## src/rtl/pcsm_pkg.sv

```systemverilog
// package for the stack machine step block
// shared widths, instruction and error codes, sequencer states
// no dependencies
`timescale 1ns / 1ps
`default_nettype none

package pcsm_pkg;

  localparam int unsigned STACK_DEPTH = 512;
  localparam int unsigned CODE_DEPTH  = 256;
  localparam int unsigned SAW         = $clog2(STACK_DEPTH);
  localparam int unsigned PCW         = $clog2(CODE_DEPTH);
  localparam int unsigned DW          = 32;
  localparam int unsigned LVW         = 4;

  localparam logic [LVW-1:0] MAX_LEVEL = LVW'(15);

  typedef logic [DW-1:0]  word_t;
  typedef logic [SAW-1:0] sidx_t;
  typedef logic [PCW-1:0] pc_t;

  typedef enum logic [2:0] {
    FC_LIT, FC_OPR, FC_LOD, FC_STO, FC_CAL, FC_INT, FC_JMP, FC_JPC
  } fc_e;

  typedef enum logic [1:0] {
    ERR_NONE, ERR_RANGE, ERR_DIVZERO, ERR_TARGET
  } err_e;

  localparam word_t OPR_RET  = word_t'(0);
  localparam word_t OPR_NEG  = word_t'(1);
  localparam word_t OPR_ADD  = word_t'(2);
  localparam word_t OPR_SUB  = word_t'(3);
  localparam word_t OPR_MUL  = word_t'(4);
  localparam word_t OPR_DIV  = word_t'(5);
  localparam word_t OPR_MOD2 = word_t'(6);
  localparam word_t OPR_ODD  = word_t'(7);
  localparam word_t OPR_EQL  = word_t'(8);
  localparam word_t OPR_NEQ  = word_t'(9);
  localparam word_t OPR_LSS  = word_t'(10);
  localparam word_t OPR_LEQ  = word_t'(11);
  localparam word_t OPR_GTR  = word_t'(12);
  localparam word_t OPR_GEQ  = word_t'(13);

  typedef struct packed {
    logic busy;
    logic done;
  } div_rsp_t;

  typedef enum logic [4:0] {
    ST_CLEAR, ST_IDLE, ST_DECODE, ST_RET1, ST_RET2, ST_UNARY, ST_BIN1, ST_BIN2,
    ST_DIV, ST_JPC, ST_WALK, ST_WALK_RD, ST_WALKED, ST_LOD, ST_STO, ST_CAL2,
    ST_CAL3, ST_FIN, ST_TOPRD, ST_OUT
  } state_e;

endpackage

`default_nettype wire

```

## src/rtl/pcsm_div.sv

```systemverilog
// iterative signed divider, one quotient bit per cycle, truncates toward zero
// depends on pcsm_pkg
`timescale 1ns / 1ps
`default_nettype none

module pcsm_div (
  input  wire logic             clk_i,
  input  wire logic             rst_ni,
  input  wire logic             start_i,
  input  wire pcsm_pkg::word_t  dividend_i,
  input  wire pcsm_pkg::word_t  divisor_i,
  output pcsm_pkg::word_t       quotient_o,
  output pcsm_pkg::div_rsp_t    rsp_o
);
  import pcsm_pkg::*;

  localparam int unsigned CW = $clog2(DW + 1);

  logic [CW-1:0] cnt_q, cnt_d;
  logic          busy_q, busy_d;
  logic          done_q, done_d;
  logic [DW:0]   rem_q, rem_d;
  word_t         quo_q, quo_d;
  word_t         den_q, den_d;
  logic          neg_q, neg_d;
  logic [DW:0]   rem_sh;
  logic [DW:0]   diff;

  assign rem_sh = {rem_q[DW-1:0], quo_q[DW-1]};
  assign diff   = rem_sh - {1'b0, den_q};

  always_comb begin
    cnt_d  = cnt_q;
    busy_d = busy_q;
    done_d = 1'b0;
    rem_d  = rem_q;
    quo_d  = quo_q;
    den_d  = den_q;
    neg_d  = neg_q;
    if (start_i) begin
      rem_d  = '0;
      quo_d  = dividend_i[DW-1] ? ('0 - dividend_i) : dividend_i;
      den_d  = divisor_i[DW-1] ? ('0 - divisor_i) : divisor_i;
      neg_d  = dividend_i[DW-1] ^ divisor_i[DW-1];
      cnt_d  = CW'(DW);
      busy_d = 1'b1;
    end else if (busy_q) begin
      if (!diff[DW]) begin
        rem_d = diff;
        quo_d = {quo_q[DW-2:0], 1'b1};
      end else begin
        rem_d = rem_sh;
        quo_d = {quo_q[DW-2:0], 1'b0};
      end
      cnt_d = cnt_q - CW'(1);
      if (cnt_q == CW'(1)) begin
        busy_d = 1'b0;
        done_d = 1'b1;
      end
    end
  end

  always_ff @(posedge clk_i or negedge rst_ni) begin
    if (!rst_ni) begin
      cnt_q  <= '0;
      busy_q <= 1'b0;
      done_q <= 1'b0;
    end else begin
      cnt_q  <= cnt_d;
      busy_q <= busy_d;
      done_q <= done_d;
    end
  end

  always_ff @(posedge clk_i) begin
    rem_q <= rem_d;
    quo_q <= quo_d;
    den_q <= den_d;
    neg_q <= neg_d;
  end

  assign quotient_o = neg_q ? ('0 - quo_q) : quo_q;
  assign rsp_o      = '{busy: busy_q, done: done_q};

endmodule

`default_nettype wire

```

## config.mk

```make
export PLATFORM = sky130hd
export DESIGN_NAME = pcsm_div
export DESIGN_NICKNAME = d
export VERILOG_FILES = /design/src/rtl/pcsm_pkg.sv /design/src/rtl/pcsm_div.sv
export SDC_FILE = /design/constraint.sdc
export NUM_CORES = 1
export LEC_CHECK = 0
export BUFFER_PORTS_ARGS = -buffer_cell sky130_fd_sc_hd__clkbuf_2
export CAP_MARGIN = 40
export CORE_ASPECT_RATIO = 0.75
export CORE_MARGIN = 1.5
export CORE_UTILIZATION = 60
export DETAILED_ROUTE_END_ITERATION = 7
export GPL_TIMING_DRIVEN = 0
export PLACE_DENSITY_LB_ADDON = 0.1
export SKIP_CTS_REPAIR_TIMING = 1
export SYNTH_ARGS = -nofsm -noshare
export SYNTH_HDL_FRONTEND = slang
export SYNTH_SLANG_ARGS = --single-unit
```

## constraint.sdc

```tcl
create_clock -name clk_i -period 5.7 [get_ports clk_i]
set_clock_uncertainty 0.1 [all_clocks]
set_input_delay 0.285 -clock clk_i [delete_from_list [all_inputs] [get_ports clk_i]]
set_output_delay 0.285 -clock clk_i [all_outputs]
set_load 0.03 [all_outputs]
```

==> impl_metrics.toml, run 1 <==
[cts]
cts_buffers = 9
clk_pin_slew_ns = 0.07
root_buffer = "clkbuf_16"
cts_max_path_buffers = 2
insertion_delay_ns = 0.36
cts.sinks = 105
h-tree-depth = 3
cts_tree = "done"

[synthesis]
ys_types = 56
synth_cells = 898
synth_edf_count = 65
netlist_area_um2 = 7710
synthTopCellsByArea = "edfxtp_1 25%, xnor2_1 9.2%, dfxtp_1 8.3%, ha_1 6.0%, nand2_1 4.8%"
synth_nets = 1003
yosys_most_used_dff = "edfxtp_1"
async_flop_share_pct = 7.62
synth-seq-cells = 105
ys_seq_area_share_pct = 36.2
avgSynthCellArea_um2 = 8.59
yosysTopAreaCell = "edfxtp_1"
synth_top_area_share_pct = 25.3
ys.warnings.count = 0

[job]
max_cap_viol_count = 0

[floorplanning]
core_region_area_um2 = 12400
die_x_um = 134
die_h_um = 101
start_util_pct = 62.3
die_area_um2 = 13600
rows = 35
ios = 101

[sta]
setup_violations = 0
tightestPinTransition_ns = 0.721
final_max_slew_viol_count = 0
rsz0062_at_grt = "no"
slew_headroom_pct = 51.7
min_period_ns = 4.26
max_freq_mhz = 235
final.period_utilization_pct = 74.7
tns_ns = 0
finalHoldViolCount = 0

[detailed_routing]
firstDrtPassIters = 5
routed_wl_um = 18300
final_antenna_net_count = 0
routed_via_density = 5.83
num_vias = 6897
drc = 0
drt_iter0_drc = 556
wl_per_cell_um = 15.5

[pwr]
leakage_nw = 3.59
power_density_nw_per_um2 = 378
peakVddDrop_v = 0.000211

[global_routing]
grtUsageTotal_pct = 27.2
grt_pass1_vias = 6020
antenna_found_initial = 0
grt_max_degree = 33
grt_pass1_wl_um = 29400
overflow = 0

[placed_design]
dpl.hpwl_um = 14300
place_congestion = 0.906
port_buffers = 100
place_area_um2 = 8470

[critical_path]
cp.arrival_ns = 4.43
cp_top_family = "compound AO/OA/AOI/OAI gates"
rr_endpoint = "rem_q[25]"
startpoint_type = "register"
path_class = "reg -> reg"
r2r_setup_slack_ns = 1.44
endpoint_kind = "register"
required_ns = 5.87
worst_path_max_delay_cell = "xnor2_1"
r2r-start = "quo_q[31]"
cpPeakStageDelay_ns = 0.57
crit_chain = "inv_1 > ha_1 > fa_1 > nand2b_1 > a21oi_1 > o31ai_1 > a21oi_1 > o31ai_1 > o31ai_2 > xnor2_1 > clkbuf_1 > nand3_1 > a311oi_1"
crit_buf_inv = 2
r2r_cells = 13
crit_fanout = 10

[cells_and_area]
drive_gt1_share_pct = 13.0
nFillCells = 985
area_growth_pct = 13.5
diodes = 0
regArea_um2 = 2790
multi_input_area_um2 = 4540
finalNetCount = 1117
final_area_um2 = 8760

[outcome]
status = "finished, final reports clean"

[min_path]
holdPathStages = 1
hold_class = "in -> reg"
hold_path_end = "den_q[0]"
min_from = "divisor_i[0]"
## stage by stage
stage	total power (W)	setup slack, ns	hold slack [ns]	instances	util (%)
after floorplan	0.00229	2.50	-0.111	898	-
after global placement	0.00267	1.54	0.0410	1164	68.0
after detailed placement	0.00269	1.53	0.0394	1166	68.3
after CTS	0.00330	1.50	-0.341	1182	70.6
after global routing	0.00354	1.12	0.0712	1183	70.7
final	0.00331	1.44	0.0685	1183	70.7
## state kept, by name (all words and copies together), names as in the netlist
signal / count
den_q: 32
quo_q: 32
rem_q: 32
cnt_q: 6
busy_q: 1
done_q: 1
neg_q: 1
## synthesized netlist by cell type (5+ instances only)
library cell / count
o21ai_0: 44
nand2_1: 98
nand4_1: 6
or4_1: 10
nand2b_1: 18
or3_1: 12
nor3_1: 9
and3_1: 8
ha_1: 37
inv_1: 52
nand3_1: 14
a21o_1: 12
nor2_1: 92
a211oi_1: 5
o31ai_1: 33
xnor2_1: 81
edfxtp_1: 65
dfxtp_1: 32
a21oi_1: 67
a311oi_1: 25
o211ai_1: 6
clkbuf_1: 42
o41ai_1: 15
dfrtp_1: 8
xor2_1: 39
nor4_1: 7
## cell type report
class	instances	area share [%]
Sequential cell	105	31.9
Buffer	48	2.19
Timing Repair Buffer	103	6.37
Tap cell	166	2.37
Clock buffer	11	2.77
Clock inverter	5	0.414
Inverter	52	2.23
Multi-Input combinational cell	693	51.8
## where the power goes
| part | switching (W) | internal (W) | total [W] |
|---|---|---|---|
| Combinational | 0.000937 | 0.000608 | 0.00155 |
| Clock | 0.000291 | 0.000311 | 0.000602 |
| Sequential | 0.000174 | 0.000989 | 0.00116 |
## cells by family after synthesis
family / Yosys count / synth area share, %
fa+ha+maj: 38 / 6.26
mux: 1 / 0.130
buf+inv: 100 / 5.01
xor+xnor: 120 / 13.6
compound gates: 238 / 20.6
flops: 105 / 36.2
simple gates: 296 / 18.1
## worst max-delay path by stage
stage	from	to	slack, ns	cells after the start
floorplan	quo_q[16]	quotient_o[29]	2.50	7
global placement	quo_q[31]	rem_q[15]	1.54	13
detailed placement	quo_q[31]	rem_q[15]	1.53	13
CTS	quo_q[31]	rem_q[15]	1.50	13
global route	quo_q[31]	rem_q[25]	1.12	13
finish	quo_q[31]	rem_q[25]	1.44	13
## per-layer routing
metal / up-vias / global-route usage [%] / part of all wire, %
met4: 0 / 7.19 / 1.2
met3: 18 / 3.55 / 7.2
li1: 3472 / - / -
met1: 3131 / 38.5 / 48
met2: 276 / 44.6 / 44
met5: - / 0 / 0
## cell usage in the layout (no fill, tap or decap), types with 32 or more instances in the layout
cell type / count
nand2_1: 98
nor2_1: 92
a21oi_1: 67
xor2_1: 39
xnor2_1: 81
clkbuf_1: 43
edfxtp_1: 65
dfxtp_1: 32
o21ai_0: 44
o31ai_1: 33
inv_1: 52
ha_1: 37
clkbuf_2: 100
Note: power is estimated with default switching activity, not from simulation.
==> inputs of run 2 (changes only) <==
--- a/config.mk
+++ b/config.mk
@@ -9,7 +9,7 @@
 export CAP_MARGIN = 40
 export CORE_ASPECT_RATIO = 0.75
 export CORE_MARGIN = 1.5
-export CORE_UTILIZATION = 60
+export CORE_UTILIZATION = 53
 export DETAILED_ROUTE_END_ITERATION = 7
 export GPL_TIMING_DRIVEN = 0
 export PLACE_DENSITY_LB_ADDON = 0.1
==> constraint.sdc (replaced) <==
create_clock -name clk_i -period 3.62 [get_ports clk_i]
set_clock_uncertainty 0.1 [all_clocks]
set_input_delay 0.181 -clock clk_i [delete_from_list [all_inputs] [get_ports clk_i]]
set_output_delay 0.181 -clock clk_i [all_outputs]
set_load 0.03 [all_outputs]
==> impl_metrics.toml, run 2 (same netlist as run 1, synthesis figures left out) <==
[min_path]
hold_class = "in -> reg"
hold_path_end = "den_q[16]"
holdPathStages = 2
min_from = "divisor_i[16]"

[detailed_routing]
num_vias = 7074
firstDrtPassIters = 5
final_antenna_net_count = 0
wl_per_cell_um = 16.1
routed_via_density = 5.80
drc = 0
routed_wl_um = 19600
drt_iter0_drc = 605

[critical_path]
r2r-start = "quo_q[31]"
crit_chain = "or4_4 > nor4_4 > nand2b_1 > or4_1 > or3_1 > o41ai_2 > xnor2_1 > buf_2"
crit_fanout = 4
required_ns = 3.34
worst_path_max_delay_cell = "or4_4"
r2r_setup_slack_ns = 0.18
r2r_cells = 13
endpoint_kind = "output port"
cp.arrival_ns = 3.24
startpoint_type = "register"
path_class = "reg -> out"
cpPeakStageDelay_ns = 0.58
rr_endpoint = "rem_q[15]"

[global_routing]
antenna_found_initial = 0
grt_pass1_wl_um = 32000
grt_max_degree = 31
overflow = 0
grtUsageTotal_pct = 26.5
grt_pass1_vias = 6347

[floorplanning]
core_region_area_um2 = 14000
start_util_pct = 55.2
rows = 37
die_area_um2 = 15300
ios = 101
die_h_um = 107
die_x_um = 142

[sta]
finalHoldViolCount = 0
setup_violations = 0
whs_ns = 0.0291
min_period_ns = 3.52
final.period_utilization_pct = 97.4
tightestPinTransition_ns = 0.713
slew_headroom_pct = 52.4
max_freq_mhz = 284
final_max_slew_viol_count = 0

[cts]
clk_pin_slew_ns = 0.07
cts_max_path_buffers = 2
cts_buffers = 9
cts.sinks = 105
h-tree-depth = 3
root_buffer = "clkbuf_16"
cts_tree = "done"
insertion_delay_ns = 0.36

[pwr]
peakVddDrop_v = 0.000298
power_density_nw_per_um2 = 610
leakage_nw = 3.69

[cells_and_area]
drive_gt1_share_pct = 15.2
regArea_um2 = 2790
finalNetCount = 1124
diodes = 0
layout_common_cells = "98 x nand2_1, 98 x clkbuf_2, 92 x nor2_1, 79 x xnor2_1"
fin_cells = 1219
area_growth_pct = 17.1
top_regs = "den_q (32), quo_q (32), rem_q (32)"
final_core_util_pct = 64.6
multi_input_area_um2 = 4630
nFillCells = 1237

[placed_design]
place_congestion = 0.941
dp.cells = 1195
dpl.hpwl_um = 15100
port_buffers = 100

[outcome]
status = "finished, final reports clean"

[job]
max_cap_viol_count = 0
[run 2: area by class of cell]
class,instances,share of cell area [%]
well taps,195,2.70
clock buffers,11,2.69
repair buffers,110,6.81
plain buffers,48,2.38
flip-flops and latches,105,30.9
clock inverters,5,1.14
inverters,52,2.16
multi-input cells,693,51.2
[run 2: how the worst max path moves through the flow]
stage / to / startpoint / slack [ns] / depth (start not counted)
floorplan: rem_q[15] / quo_q[31] / 0.44 / 13
global placement: rem_q[15] / quo_q[31] / -0.58 / 13
detailed placement: rem_q[8] / quo_q[31] / -0.58 / 13
CTS: rem_q[8] / quo_q[31] / -0.63 / 13
global route: rem_q[15] / quo_q[31] / -0.08 / 13
finish: quotient_o[29] / quo_q[16] / 0.1 / 8
[run 2: routing by layer]
metal | share of wire [%] | track usage [%] | vias to the layer above | wire [µm]
met5 | 0 | 0 | - | 0
met4 | 0.83 | 4.86 | 0 | 162
met3 | 7.1 | 4.76 | 16 | 1390
met2 | 42 | 38.7 | 220 | 8310
met1 | 50 | 41.1 | 3342 | 9760
li1 | - | - | 3496 | -
[run 2: stage by stage]
step / worst slack, ns / total power [W] / setup TNS, ns / cell area [µm²]
6_report: 0.0956 / 0.00551 / 0 / 9040
4_1_cts: -0.629 / 0.00540 / -17.25 / 8850
5_1_grt: -0.0764 / 0.00587 / -0.372 / 9040
3_5_place_dp: -0.583 / 0.00425 / -14.17 / 8510
2_1_floorplan: 0.445 / 0.00361 / 0 / 7710
3_3_place_gp: -0.584 / 0.00422 / -14.79 / 8460
[run 2: where the power goes]
group / switching, W / internal [W] / total [W]
registers: 0.000252 / 0.00156 / 0.00181
logic: 0.00154 / 0.00102 / 0.00256
clock network: 0.000444 / 0.000696 / 0.00114
[run 2: critical path, delay by kind of cell, from the launching register on]
family / cells / cell delay [ns]
AO/OA/AOI/OAI: 1 / 0.24
XOR/XNOR: 1 / 0.16
buffers and inverters: 1 / 0.22
flip-flops: 1 / 0.45
AND/OR/NAND/NOR: 5 / 1.81
